**config.mk**
```make
export PLATFORM = sky130hd
export DESIGN_NAME = can_autobaud_edge_timer
export DESIGN_NICKNAME = d
export VERILOG_FILES = /design/src/hdl/cabt_pkg.sv /design/src/hdl/cabt_div.sv /design/src/hdl/can_autobaud_edge_timer.sv
export SDC_FILE = /design/constraint.sdc
export NUM_CORES = 1
export LEC_CHECK = 0
export ABC_AREA = 1
export ABC_CLOCK_PERIOD_IN_PS = 7000
export BUFFER_PORTS_ARGS = -buffer_cell sky130_fd_sc_hd__buf_2
export CORE_MARGIN = 3
export CORE_UTILIZATION = 40
export CTS_BUF_LIST = sky130_fd_sc_hd__clkbuf_8
export DETAILED_ROUTE_END_ITERATION = 6
export GPL_TIMING_DRIVEN = 0
export SKIP_CTS_REPAIR_TIMING = 1
export SKIP_LAST_GASP = 1
export SLEW_MARGIN = 20
export SYNTH_ARGS = -nofsm -noshare
export SYNTH_HDL_FRONTEND = slang
export SYNTH_SLANG_ARGS = --single-unit
```
**constraint.sdc**
```tcl
create_clock -name clk -period 7 [get_ports clk]
set_clock_uncertainty 0.15 [all_clocks]
set_input_delay 0.7 -clock clk [delete_from_list [all_inputs] [get_ports clk]]
set_output_delay 0.7 -clock clk [all_outputs]
set_load 0.005 [all_outputs]
```
**src/hdl/cabt_pkg.sv**
```systemverilog
`timescale 1ns / 1ps

package cabt_pkg;

  // shared divider geometry
  localparam int DIV_W      = 32;
  localparam int DIVISOR_W  = 16;
  localparam int DIV_CNT_W  = $clog2(DIV_W);

  // configuration port
  localparam int CFG_IDX_W  = 2;
  localparam int CFG_DATA_W = 8;

  localparam logic [CFG_IDX_W-1:0] CFG_TICKS_PER_US = 2'd0;
  localparam logic [CFG_IDX_W-1:0] CFG_GAP_BITS     = 2'd1;
  localparam logic [CFG_IDX_W-1:0] CFG_MAX_RUN_BITS = 2'd2;

  localparam logic [7:0]  TICKS_PER_US_RESET = 8'd60;
  localparam logic [5:0]  GAP_BITS_RESET     = 6'd12;
  localparam logic [5:0]  MAX_RUN_RESET      = 6'd6;
  localparam logic [15:0] MIN_BIT_TIME_RESET = 16'hFFFF;
  localparam logic [DIV_W-1:0] BAUD_NUMERATOR = 32'd1000000;

  typedef struct packed {
    logic [15:0] capture_value;
    logic [15:0] overflow_count;
  } in_item_t;

  typedef struct packed {
    logic        width_valid;
    logic [31:0] pulse_us;
    logic [15:0] bit_time_us;
    logic [19:0] baud_rate;
    logic [7:0]  bit_count;
    logic        pulse_level;
    logic        frame_gap;
    logic        in_frame;
    logic        stuff_error;
    logic        zero_bit_time;
  } out_item_t;

  typedef struct packed {
    logic busy;
    logic done;
  } div_stat_t;

  typedef enum logic [3:0] {
    ST_IDLE,
    ST_WIDTH,
    ST_US_GO,
    ST_US_WAIT,
    ST_ROUND,
    ST_MIN,
    ST_BITS_GO,
    ST_BITS_WAIT,
    ST_BAUD_GO,
    ST_BAUD_WAIT,
    ST_GAP,
    ST_FINISH
  } state_t;

endpackage

```
**src/hdl/cabt_div.sv**
```systemverilog
`timescale 1ns / 1ps

module cabt_div (
  input  logic                                clk,
  input  logic                                rst_n,
  input  logic                                start,
  input  logic [cabt_pkg::DIV_W-1:0]          dividend,
  input  logic [cabt_pkg::DIVISOR_W-1:0]      divisor,
  output logic [cabt_pkg::DIV_W-1:0]          quotient,
  output logic [cabt_pkg::DIVISOR_W-1:0]      remainder,
  output cabt_pkg::div_stat_t                 stat
);

  logic                              busy_r;
  logic                              done_r;
  logic [cabt_pkg::DIV_CNT_W-1:0]    cnt_r;
  logic [cabt_pkg::DIV_W-1:0]        quo_r;
  logic [cabt_pkg::DIVISOR_W-1:0]    rem_r;
  logic [cabt_pkg::DIVISOR_W-1:0]    dsr_r;

  logic [cabt_pkg::DIVISOR_W:0]      trial;
  logic [cabt_pkg::DIVISOR_W:0]      diff;
  logic                              take;

  // one restoring step per cycle, msb first
  always_comb begin
    trial = {rem_r, quo_r[cabt_pkg::DIV_W-1]};
    diff  = trial - {1'b0, dsr_r};
    take  = (trial >= {1'b0, dsr_r});
  end

  always_ff @(posedge clk) begin
    if (!rst_n) begin
      busy_r <= 1'b0;
      done_r <= 1'b0;
      cnt_r  <= '0;
    end else begin
      done_r <= 1'b0;
      if (start) begin
        busy_r <= 1'b1;
        cnt_r  <= '0;
      end else if (busy_r) begin
        cnt_r <= cnt_r + cabt_pkg::DIV_CNT_W'(1);
        if (cnt_r == cabt_pkg::DIV_CNT_W'(cabt_pkg::DIV_W - 1)) begin
          busy_r <= 1'b0;
          done_r <= 1'b1;
        end
      end
    end
  end

  always_ff @(posedge clk) begin
    if (start) begin
      quo_r <= dividend;
      rem_r <= '0;
      dsr_r <= divisor;
    end else if (busy_r) begin
      // a failed trial is below the divisor, so it fits the remainder
      rem_r <= take ? diff[cabt_pkg::DIVISOR_W-1:0] : trial[cabt_pkg::DIVISOR_W-1:0];
      quo_r <= {quo_r[cabt_pkg::DIV_W-2:0], take};
    end
  end

  assign quotient  = quo_r;
  assign remainder = rem_r;
  assign stat      = '{busy: busy_r, done: done_r};

endmodule

```
**src/hdl/can_autobaud_edge_timer.sv**
```systemverilog
`timescale 1ns / 1ps

// CAN auto-baud edge timer. Each request is one bus edge: a 16-bit timer capture and the
// overflows seen since the last edge. The block measures the pulse since the previous edge,
// converts it to microseconds (rounded up only above one half), keeps the smallest pulse as
// the bit time, and reports the baud rate, bits in the pulse, gap, level and stuffing flags.
// A measured edge makes up to three 32-step passes through the single shared restoring
// divider (ticks to microseconds, pulse to bits, one million to baud rate); the first edge
// after reset makes only the baud pass, and a measured edge once the bit time is zero only
// the microsecond pass. The next request is taken as soon as the sequencer is idle, even
// while a result still waits in the output register. Configuration writes take effect at
// once and should be made idle.
module can_autobaud_edge_timer (
  input  logic                                clk,
  input  logic                                rst_n,
  input  logic                                in_valid,
  output logic                                in_ready,
  input  cabt_pkg::in_item_t                  in_data,
  output logic                                out_valid,
  input  logic                                out_ready,
  output cabt_pkg::out_item_t                 out_data,
  input  logic                                cfg_we,
  input  logic [cabt_pkg::CFG_IDX_W-1:0]      cfg_index,
  input  logic [cabt_pkg::CFG_DATA_W-1:0]     cfg_wdata
);

  cabt_pkg::state_t state_r, state_nxt;

  // configuration
  logic [7:0]  tpu_r;
  logic [5:0]  gap_bits_r;
  logic [5:0]  max_run_r;

  // edge state
  logic [15:0] prev_r;
  logic        have_prev_r;
  logic [15:0] min_r;
  logic        next_level_r;
  logic        frame_r;

  // per-request working registers
  logic [15:0] cap_r;
  logic [15:0] ovf_r;
  logic        meas_r;
  logic [31:0] ticks_r;
  logic [31:0] pulse_r;
  logic [7:0]  bits_r;
  logic [19:0] baud_r;
  logic [21:0] prod_r;

  logic                 out_valid_r;
  cabt_pkg::out_item_t  out_r;

  // divider
  logic                                div_start;
  logic [cabt_pkg::DIV_W-1:0]          div_dividend;
  logic [cabt_pkg::DIVISOR_W-1:0]      div_divisor;
  logic [cabt_pkg::DIV_W-1:0]          div_q;
  logic [cabt_pkg::DIVISOR_W-1:0]      div_rem;
  cabt_pkg::div_stat_t                 div_stat;

  logic        accept;
  logic        out_load;
  logic [7:0]  tpu_eff;
  logic [15:0] ticks_hi;
  logic        round_up;
  logic [32:0] pulse_sum;
  logic        gap;
  logic        level;
  logic        stuff;

  cabt_div u_div (
    .clk       (clk),
    .rst_n     (rst_n),
    .start     (div_start),
    .dividend  (div_dividend),
    .divisor   (div_divisor),
    .quotient  (div_q),
    .remainder (div_rem),
    .stat      (div_stat)
  );

  // next state
  always_comb begin
    state_nxt = state_r;
    case (state_r)
      cabt_pkg::ST_IDLE:      if (in_valid) state_nxt = cabt_pkg::ST_WIDTH;
      cabt_pkg::ST_WIDTH: begin
        if (have_prev_r) state_nxt = cabt_pkg::ST_US_GO;
        else if (min_r != 16'd0) state_nxt = cabt_pkg::ST_BAUD_GO;
        else state_nxt = cabt_pkg::ST_FINISH;
      end
      cabt_pkg::ST_US_GO:     state_nxt = cabt_pkg::ST_US_WAIT;
      cabt_pkg::ST_US_WAIT:   if (div_stat.done) state_nxt = cabt_pkg::ST_ROUND;
      cabt_pkg::ST_ROUND:     state_nxt = cabt_pkg::ST_MIN;
      cabt_pkg::ST_MIN:       state_nxt = cabt_pkg::ST_BITS_GO;
      cabt_pkg::ST_BITS_GO: begin
        state_nxt = (min_r != 16'd0) ? cabt_pkg::ST_BITS_WAIT : cabt_pkg::ST_GAP;
      end
      cabt_pkg::ST_BITS_WAIT: if (div_stat.done) state_nxt = cabt_pkg::ST_BAUD_GO;
      cabt_pkg::ST_BAUD_GO:   state_nxt = cabt_pkg::ST_BAUD_WAIT;
      cabt_pkg::ST_BAUD_WAIT: begin
        if (div_stat.done) state_nxt = meas_r ? cabt_pkg::ST_GAP : cabt_pkg::ST_FINISH;
      end
      cabt_pkg::ST_GAP:       state_nxt = cabt_pkg::ST_FINISH;
      cabt_pkg::ST_FINISH:    if (out_load) state_nxt = cabt_pkg::ST_IDLE;
      default:                state_nxt = cabt_pkg::ST_IDLE;
    endcase
  end

  // sequencer outputs
  always_comb begin
    in_ready     = 1'b0;
    div_start    = 1'b0;
    div_dividend = ticks_r;
    div_divisor  = {8'd0, tpu_eff};
    out_load     = 1'b0;
    case (state_r)
      cabt_pkg::ST_IDLE:    in_ready = 1'b1;
      cabt_pkg::ST_US_GO:   div_start = 1'b1;
      cabt_pkg::ST_BITS_GO: begin
        div_start    = (min_r != 16'd0);
        div_dividend = pulse_r;
        div_divisor  = min_r;
      end
      cabt_pkg::ST_BAUD_GO: begin
        div_start    = 1'b1;
        div_dividend = cabt_pkg::BAUD_NUMERATOR;
        div_divisor  = min_r;
      end
      cabt_pkg::ST_FINISH:  out_load = !out_valid_r || out_ready;
      default: ;
    endcase
  end

  assign accept  = in_valid && in_ready;
  assign tpu_eff = (tpu_r == 8'd0) ? 8'd1 : tpu_r;

  // equal or lower capture without overflow counts one hidden wrap
  assign ticks_hi = ((ovf_r == 16'd0) && (cap_r <= prev_r)) ? 16'd1 : ovf_r;

  assign round_up  = ({div_rem, 1'b0} > {9'd0, tpu_eff});
  assign pulse_sum = {1'b0, div_q} + {32'd0, round_up};

  always_comb begin
    gap   = meas_r && (pulse_r >= {10'd0, prod_r});
    level = 1'b0;
    stuff = 1'b0;
    if (meas_r && !gap && frame_r) begin
      level = next_level_r;
      stuff = (bits_r > {2'b00, max_run_r});
    end
  end

  always_ff @(posedge clk) begin
    if (!rst_n) begin
      state_r <= cabt_pkg::ST_IDLE;
    end else begin
      state_r <= state_nxt;
    end
  end

  always_ff @(posedge clk) begin
    if (!rst_n) begin
      tpu_r      <= cabt_pkg::TICKS_PER_US_RESET;
      gap_bits_r <= cabt_pkg::GAP_BITS_RESET;
      max_run_r  <= cabt_pkg::MAX_RUN_RESET;
    end else if (cfg_we) begin
      case (cfg_index)
        cabt_pkg::CFG_TICKS_PER_US: tpu_r      <= cfg_wdata;
        cabt_pkg::CFG_GAP_BITS:     gap_bits_r <= cfg_wdata[5:0];
        cabt_pkg::CFG_MAX_RUN_BITS: max_run_r  <= cfg_wdata[5:0];
        default: ;
      endcase
    end
  end

  // edge state that persists across requests
  always_ff @(posedge clk) begin
    if (!rst_n) begin
      prev_r       <= '0;
      have_prev_r  <= 1'b0;
      min_r        <= cabt_pkg::MIN_BIT_TIME_RESET;
      next_level_r <= 1'b0;
      frame_r      <= 1'b0;
    end else begin
      if ((state_r == cabt_pkg::ST_MIN) && (pulse_r < {16'd0, min_r})) begin
        min_r <= pulse_r[15:0];
      end
      if (out_load) begin
        prev_r      <= cap_r;
        have_prev_r <= 1'b1;
        if (gap) begin
          frame_r      <= 1'b1;
          next_level_r <= 1'b0;
        end else if (meas_r && frame_r) begin
          next_level_r <= ~next_level_r;
        end
      end
    end
  end

  // working datapath
  always_ff @(posedge clk) begin
    if (accept) begin
      cap_r <= in_data.capture_value;
      ovf_r <= in_data.overflow_count;
    end
    case (state_r)
      cabt_pkg::ST_WIDTH: begin
        meas_r  <= have_prev_r;
        ticks_r <= {ticks_hi, cap_r} - {16'd0, prev_r};
        pulse_r <= '0;
        bits_r  <= '0;
        baud_r  <= '0;
        prod_r  <= '0;
      end
      cabt_pkg::ST_ROUND: begin
        pulse_r <= pulse_sum[32] ? 32'hFFFF_FFFF : pulse_sum[31:0];
      end
      cabt_pkg::ST_BITS_WAIT: begin
        if (div_stat.done) begin
          bits_r <= (div_q > 32'd255) ? 8'd255 : div_q[7:0];
        end
      end
      cabt_pkg::ST_BAUD_WAIT: begin
        if (div_stat.done) baud_r <= div_q[19:0];
      end
      cabt_pkg::ST_GAP: begin
        prod_r <= 22'(min_r) * 22'(gap_bits_r);
      end
      default: ;
    endcase
  end

  // output register
  always_ff @(posedge clk) begin
    if (!rst_n) begin
      out_valid_r <= 1'b0;
    end else if (out_load) begin
      out_valid_r <= 1'b1;
    end else if (out_ready) begin
      out_valid_r <= 1'b0;
    end
  end

  always_ff @(posedge clk) begin
    if (out_load) begin
      out_r.width_valid   <= meas_r;
      out_r.pulse_us      <= pulse_r;
      out_r.bit_time_us   <= min_r;
      out_r.baud_rate     <= baud_r;
      out_r.bit_count     <= bits_r;
      out_r.pulse_level   <= level;
      out_r.frame_gap     <= gap;
      out_r.in_frame      <= frame_r;
      out_r.stuff_error   <= stuff;
      out_r.zero_bit_time <= (min_r == 16'd0);
    end
  end

  assign out_valid = out_valid_r;
  assign out_data  = out_r;

endmodule

```
=== After elaboration in Yosys (flattened, before gate mapping) ===
Index checks and enable logic that the tools add are counted.
Widths: inputs -> output; s select.

* Register bits after elaboration: 360
* Logic and storage cells: 140

* Bitwise operators: 3
* Reduce and logical (&&, ||, !) cells: 35
* Equality and inequality tests: 19
* $lt $le $gt $ge: 7
* Multiplexer cells: 36
* Multipliers: 1
* $add $sub $neg: 4

{| class="wikitable"
|+ Operators by type and width
! cell !! count
|-
| $pmux 32 s2 || 2
|-
| $mux 32 || 3
|-
| $pmux 4 s12 || 1
|-
| $pmux 22 s2 || 1
|-
| $pmux 20 s2 || 1
|-
| $add 32x1->33 || 1
|-
| $ge 32x22->1 || 1
|-
| $gt 32x8->1 const B || 1
|-
| $logic_not 16->1 || 2
|-
| $lt 32x16->1 || 1
|-
| $mux 16 || 2
|-
| $mux 8 || 4
|-
| $sub 32x16->32 || 1
|-
| $mux 4 || 7
|-
| $mul 16x6->22 || 1
|-
| $mux 20 || 1
|-
| $ge 17x16->1 || 1
|-
| $gt 17x8->1 || 1
|-
| $eq 4x3->1 const B || 4
|-
| $eq 4x4->1 const B || 4
|-
| $le 16x16->1 || 1
|-
| $pmux 8 s2 || 1
|-
| $reduce_bool 16->1 || 1
|-
| $sub 16x16->16 || 1
|-
| other kinds (24) || 61
|}

=== Longest topological paths before layout ===
Gate-level depths: netlist of run 1.

* Depth after elaboration: 6
* Mapped depth: 20
* Mapped depth without buffers: 20

=== Modules after synthesis ===
Synthesis of run 1 repeated with hierarchy kept, for this count alone.

* Cells, all modules: 2436
* Area, all modules: 21286.7 sq um

{| class="wikitable"
|+ Modules (own cells, without submodules)
! module !! times used !! cells each !! seq. area each (sq um) !! area each (sq um)
|-
| can_autobaud_edge_timer || 1 || 1906 || 8077.7 || 17239.0
|-
| cabt_div || 1 || 530 || 1901.8 || 4047.6
|}

=== Worst setup path before layout of run 1 ===
Ideal clock, no wire load.

* Kind: reg2reg
* Start: register state_r[3]
* End: register prev_r[10]
* Setup slack: 1460 ps
* Library setup time: 128 ps
* Arrival: 5262 ps
* Cell stages (with the launch flop): 11
* Period minus slack after synthesis: 5540 ps
* Data required time: 6722 ps
* Buffers on the path: 1
* Cell sequence: dfxtp_1 -> inv_1 -> nor2_1 -> inv_1 -> nor2_1 -> inv_1 -> nor2_1 -> inv_1 -> clkbuf_1 -> o21ai_0 -> a21oi_1

* Longest elaborated chain between the ends: 2

{| class="wikitable"
|+ Ends and longest elaborated chain
! what !! RTL line !! source
|-
| start: declaration || can_autobaud_edge_timer.sv:27 || <nowiki>cabt_pkg::state_t state_r, state_nxt;</nowiki>
|-
| start signal: assignment || can_autobaud_edge_timer.sv:157 || <nowiki>state_r <= cabt_pkg::ST_IDLE;</nowiki>
|-
| start signal: assignment || can_autobaud_edge_timer.sv:159 || <nowiki>state_r <= state_nxt;</nowiki>
|-
| $eq 4x4->1 || can_autobaud_edge_timer.sv:118 || <nowiki>case (state_r)</nowiki>
|-
| $mux 1 || can_autobaud_edge_timer.sv:118 ||
|-
| via out_load || can_autobaud_edge_timer.sv:63 || <nowiki>logic out_load;</nowiki>
|-
| end signal: assignment || can_autobaud_edge_timer.sv:191 || <nowiki>prev_r <= cap_r;</nowiki>
|-
| end: declaration || can_autobaud_edge_timer.sv:35 || <nowiki>logic [15:0] prev_r;</nowiki>
|}

The timed path passes the listed nets, and every way through them passes these cells.
A chain may end at the register's enable or synchronous reset.

=== Worst setup path after layout of run 1 ===
* Start: register gap_bits_r[5]
* End: register prod_r[19] (data pin)

* Longest elaborated chain between the ends: 2

{| class="wikitable"
|+ Ends and longest elaborated chain
! what !! RTL line !! source
|-
| start: declaration || can_autobaud_edge_timer.sv:31 || <nowiki>logic [5:0] gap_bits_r;</nowiki>
|-
| start signal: assignment || can_autobaud_edge_timer.sv:166 || <nowiki>gap_bits_r <= cabt_pkg::GAP_BITS_RESET;</nowiki>
|-
| start signal: assignment || can_autobaud_edge_timer.sv:171 || <nowiki>cabt_pkg::CFG_GAP_BITS: gap_bits_r <= cfg_wdata[5:0];</nowiki>
|-
| $mul 16x6->22 || can_autobaud_edge_timer.sv:230 || <nowiki>prod_r <= 22'(min_r) * 22'(gap_bits_r);</nowiki>
|-
| $pmux 22 s2 || can_autobaud_edge_timer.sv:209 || <nowiki>case (state_r)</nowiki>
|-
| end signal: assignment || can_autobaud_edge_timer.sv:230 ||
|-
| end: declaration || can_autobaud_edge_timer.sv:49 || <nowiki>logic [21:0] prod_r;</nowiki>
|}

Every way passes these cells.

==> results.cfg, run 1 <==
[yosys]
synth_top_area_share_pct = 40.8
synth_compound_area_share_pct = 9.79
netlist-cell-type-count = 49
synthArstFlopShare_pct = 0
ys_ff_latch = 360
ys.flop_type = edfxtp_1
muxShareOfSynthArea_pct = 0
postSynthAreaPerCell_um2 = 9.08
yosys-top-cells-count = 447 x nand2_1, 404 x inv_1, 277 x edfxtp_1
synth_top_family_by_area = simple AND/OR/NAND/NOR gates
synth.cell_area_um2 = 20400
synthSimpleGateAreaFrac_pct = 17.5
synthTopCellsByArea = edfxtp_1 41%, nand2_1 8.2%, dfxtp_1 8.1%, inv_1 7.4%, ha_1 7.1%
synth_edf_count = 277
synthAdderAreaFrac_pct = 12.9
syn-num-nets = 2470
synth-seq-area-share_pct = 48.9
yosysTopAreaCell = edfxtp_1
synthXorXnorAreaFrac_pct = 2.19
syn_inst = 2248
post-synth-top-count-cell = nand2_1
synth_warnings = 0

[sta]
worstMarginPinSlew_ns = 1.04
report.final.slew_viol_count = 0
fin_crit_ns = 5.39
clock.fmax_mhz = 186
final-setup-viol-count = 0
finalHoldViolCount = 0
rsz0062_at_grt = false
holdWs_ns = 0.0453
post-route-period-util_pct = 77.0
slew-limit-headroom_pct = 29.7

[route]
remaining_drc_errors = 0
wl_um = 55100
wl_per_cell_um = 17.3
drt_iter0_markers = 1154
dr_total_vias = 16057
ant_nets = 0
dr.pass1.iters = 7
vias_per_cell = 5.04

[status]
status = finished, final reports clean

[finish]
postLayoutCellArea_um2 = 23500
drive_gt1_share_pct = 10.8
fin_nets = 2684
layoutNonFillerInstCount = 3186
area_growth_pct = 15.3
utilization_pct = 46.8
num_antenna_cells = 0

[critical_path]
worstSetupEndpointType = register
worstPathArrival_ns = 5.65
cp.required_ns = 7.26
cp-start-kind = register
crit_type = reg2reg
crit_fanout = 10

[die]
pin_count = 131
fp.dieW_um = 232
row_count = 82
die_area_um2 = 53800
initial_utilization_pct = 40.6
die_y_um = 232
core-area_um2 = 50300

[global_route]
gr-total-overflow = 0
grt.total_usage_pct = 20.4
antenna_found_initial = 0
grt_max_degree = 33
grt_pass1_vias = 15691
grt_pass1_wl_um = 86200

[power_and_ir_drop]
p_leak_nw = 10.9
power_density_nw_per_um2 = 351
vdd_drop_max_v = 0.000159

[clocking]
clk_pin_slew_ns = 0.06
cts_max_level = 2
cts_buffers = 61
cts_tree = done
clock_latency_ns = 0.69
clock_sinks = 360
clock_path_buffers = 3
root_buffer = clkbuf_8

[placement]
io_buffers = 129
place_area_um2 = 22100
gp_congestion = 0.900
dp.cells = 3055
place_hpwl_um = 42000

[min_path]
min_path_type = in2reg

[flow_run]
maxCapViolations = 0
[power by group]
part	leakage, nW	total [mW]	switching (mW)	internal [mW]
Clock	0.748	1.99	0.902	1.09
Sequential	3.25	3.40	0.433	2.97
Combinational	6.87	2.87	1.92	0.951
[placed cells by master, fill, tap and decap left out, types with 7 or more instances in the layout]
cell           instances
nand2_2                7
buf_2                143
dlygate4sd3_1         16
a31oi_1               37
edfxtp_1             277
nor4_1                13
nor2_1               203
clkbuf_1              37
a21o_1                 7
nand3_1               67
o21ai_0              111
inv_1                428
xnor2_1               15
nor3_1                35
fa_1                  59
o211ai_1              29
ha_1                 116
xor2_1                36
clkbuf_8              68
nand2_1              446
dfxtp_1               83
nand3b_1              18
a21oi_1              140
nand4_1               28
clkinv_2               7
[through the flow]
stage / setup TNS, ns / setup WS, ns / total power [mW]
after global placement: -52.54 / -2.12 / 6.20
after floorplan: 0 / 1.46 / 5.31
after detailed placement: 0 / 1.60 / 6.27
final: 0 / 1.61 / 8.26
after CTS: 0 / 1.59 / 8.29
after global routing: 0 / 1.23 / 8.89
[critical path, stage by stage, from the launching register on]
cell      delay [ns]
dfxtp_1         0.31
clkbuf_1        0.50
clkbuf_1        0.47
nand2_1         0.16
fa_1            0.55
fa_1            0.54
fa_1            0.56
inv_1           0.05
ha_1            0.34
inv_1           0.09
o21a_1          0.21
o21ai_0         0.42
a21oi_1         0.21
o21bai_1        0.25
a21boi_0        0.15
nor2_1          0.12
nor2_1          0.06
[flip-flops by register name, summed over array words and instances (netlist names), 16 cells and up]
name and cells:
baud_r 20, prev_r 16, min_r 16, u_div.remainder 16
out_data 82, u_div.quotient 32, ovf_r 16, cap_r 16
ticks_r 32, pulse_r 32, prod_r 22, u_div.dsr_r 16
[cells by family after synthesis]
kind of cell    Yosys count
fa+ha+maj               175
buf+inv                 463
compound gates          357
flops                   360
xor+xnor                 51
simple gates            842
[metal layers]
layer  vias up  track usage (%)  routed length, µm  part of all wire [%]
li1       7860                -                  -                     -
met1      7661             28.2              25300                    46
met2       460             32.6              24900                    45
met3        76             4.74               3810                   6.9
met4         0             4.98               1100                   2.0
met5         -                0                  0                     0
[area by class of cell]
cell class / count / area (µm²)
flip-flops and latches: 360 / 9980
fillers: 4859 / 26800
plain buffers: 56 / 244
clock inverters: 47 / 362
inverters: 407 / 1530
well taps: 672 / 841
repair buffers: 151 / 940
clock buffers: 68 / 936
multi-input cells: 1425 / 8690
[path summary, 6_finish.rpt]
check	end	from	slack (ns)	depth (start not counted)
worst max-delay path	prod_r[19]$_SDFFCE_PN0P_	gap_bits_r[5]$_SDFFE_PN0P_	1.61	16
worst min-delay path	ovf_r[11]$_DFFE_PP_	in_data[11]	0.05	1
worst min register to register	out_data[24]$_DFFE_PP_	baud_r[11]$_SDFFCE_PP0P_	0.26	0
worst max register to register	prod_r[19]$_SDFFCE_PN0P_	gap_bits_r[5]$_SDFFE_PN0P_	1.61	16
Power figures use the tool's default switching activity.
==> inputs of run 2 (changes only) <==
Settings changed: ABC_AREA 1 to 0, ABC_CLOCK_PERIOD_IN_PS 7000 to 5300.
Clock period 7 ns to 5.3 ns, I/O delays scaled along.
==> results.cfg, run 2 <==
[power_and_ir_drop]
vdd_drop_max_v = 0.000217
p_leak_nw = 9.49
total_power_mw = 11.0
power_density_nw_per_um2 = 469

[sta]
worstMarginPinSlew_ns = 1.00
finalHoldViolCount = 0
clock.fmax_mhz = 198
post-route-period-util_pct = 95.4
fin_crit_ns = 5.06
slew-limit-headroom_pct = 33.0
setup_ws_ns = 0.244
rsz0062_at_grt = false
report.final.slew_viol_count = 0
final-setup-viol-count = 0

[yosys]
synth_top_area_share_pct = 41.1
postSynthAreaPerCell_um2 = 10.6
synth-seq-area-share_pct = 49.3
syn-num-nets = 2128
yosysTopAreaCell = edfxtp_1
synth_edf_count = 277
synthTopCellsByArea = edfxtp_1 41%, dfxtp_1 8.2%, ha_1 7.2%, fa_1 5.8%, inv_1 3.3%
netlist-cell-type-count = 73
ys.flop_type = edfxtp_1
syn_inst = 1906
ys_ff_latch = 360
synthArstFlopShare_pct = 0
post-synth-top-count-cell = edfxtp_1
yosys-top-cells-count = 277 x edfxtp_1, 178 x inv_1, 163 x nor2_1
synth_warnings = 0
synth.cell_area_um2 = 20200

[global_route]
use_met2_pct = 33.9
grt_use_met3_pct = 3.92
grt_max_degree = 34
grt.total_usage_pct = 21.1
grt_pass1_vias = 15193
top_usage_layer = met2
grt_pass1_wl_um = 87200
grtUsageMet1_pct = 28.9
antenna_found_initial = 2
gr-total-overflow = 0

[die]
initial_utilization_pct = 40.9
fp.dieW_um = 231
pin_count = 131
die_area_um2 = 53300
row_count = 81
die_y_um = 231
core-area_um2 = 49500

[critical_path]
crit_type = reg2reg
cp-start-kind = register
cp.required_ns = 5.62
startpoint = gap_bits_r[0]$_SDFFE_PN0P_
reg2reg_from = gap_bits_r[0]$_SDFFE_PN0P_
worstPathArrival_ns = 5.37
worstSetupEndpointType = register
crit_fanout = 10

[clocking]
clock_sinks = 360
cts_max_level = 2
clock_path_buffers = 3
clock_latency_ns = 0.69
cts_buffers = 61
cts_tree = done
root_buffer = clkbuf_8
clk_pin_slew_ns = 0.07

[placement]
gp_congestion = 0.931
io_buffers = 130
place_hpwl_um = 42100
dp_slack_ns = 0.150
place_area_um2 = 21900

[finish]
area_growth_pct = 15.8
postLayoutCellArea_um2 = 23400
fill_cells = 4644
largest_register_ffs = 82
drive_gt1_share_pct = 12.2
fin_nets = 2363
regArea_um2 = 9980
mostFrequentLayoutCells = 277 x edfxtp_1, 201 x inv_1, 163 x nor2_1, 153 x nand2_1, 143 x buf_2
final_common_cell = edfxtp_1
multi_input_area_um2 = 9250

[min_path]
min_path_type = in2reg
hold_start = cfg_wdata[1]

[status]
status = finished, final reports clean

[route]
ant_nets = 0
drt_iter0_markers = 1247
wl_um = 56500
dr.pass1.iters = 6
dr_total_vias = 15454
remaining_drc_errors = 0
vias_per_cell = 5.40
wl_per_cell_um = 19.7

[flow_run]
maxCapViolations = 0
-- run 2: changes by cell type after synthesis, moves of 28 or more --
cell and change:
nor2b_1 +60, xnor2_1 +42, nand2_1 -293, mux2i_1 +30, and2_1 +80, a21oi_1 -52
a31oi_1 -28, nor2_1 -43, o21ai_0 -75, clkbuf_1 +30, nand3_1 -34, inv_1 -226
a21o_1 +29
-- run 2: metrics by stage --
step | hold slack [ns] | util [%] | instances | TNS, ns
floorplan | 0.250 | - | 1906 | 0
global placement | 0.256 | 43.9 | 2700 | -102.47
detailed placement | 0.255 | 44.2 | 2707 | 0
CTS | -0.171 | 46.6 | 2823 | 0
global route | 0.00360 | 47.4 | 2858 | 0
finish | 0.0131 | 47.4 | 2861 | 0
-- run 2: power by group --
| group | switching [mW] | internal, mW |
|---|---|---|
| combinational | 2.50 | 1.49 |
| sequential | 0.630 | 3.92 |
| clock | 1.17 | 1.26 |
-- run 2: path summary, 6_finish.rpt --
| path | end | slack [ns] | cells past startpoint |
|---|---|---|---|
| min | max_run_r[1]$_SDFFE_PN1P_ | 0.01 | 3 |
| min reg2reg | out_data[27]$_DFFE_PP_ | 0.26 | 0 |
| max reg2reg | prod_r[17]$_SDFFCE_PN0P_ | 0.24 | 15 |
| max | prod_r[17]$_SDFFCE_PN0P_ | 0.24 | 15 |
-- run 2: kinds of logic (layout without fill, tap and decap cells) --
kind of cell | Yosys count | count (layout) | synth area share, %
xor+xnor | 76 | 76 | 3.29
simple gates | 646 | 646 | 16.0
mux | 30 | 30 | 1.48
buf+inv | 266 | 554 | 5.03
fa+ha+maj | 176 | 176 | 13.1
other cells | 0 | 3 | 0
flops | 360 | 360 | 49.3
compound gates | 352 | 352 | 11.9
-- run 2: cell type report --
type,instances,area share [%]
Antenna cell,3,0.0320
Buffer,82,1.43
Clock buffer,73,4.29
Clock inverter,43,0.849
Inverter,183,2.93
Multi-Input combinational cell,1280,39.5
Sequential cell,360,42.6
Tap cell,664,3.55
Timing Repair Buffer,173,4.85
-- run 2: critical path, cell delays in order (launching register included) --
cell and delay, ns:
dfxtp_1 0.51, clkbuf_1 0.40, and2_1 0.21, fa_1 0.44, fa_1 0.49, inv_1 0.05
fa_1 0.54, inv_1 0.05, ha_1 0.33, and3_1 0.26, a221o_1 0.41, a21o_1 0.19
a41o_1 0.24, a211oi_1 0.33, o211ai_1 0.12, o31ai_1 0.12
-- run 2: layer usage --
layer	vias up	share of wire, %
met3	95	7.4
met4	2	2.7
met1	7525	44
li1	7218	-
met2	614	46
met5	-	0.023
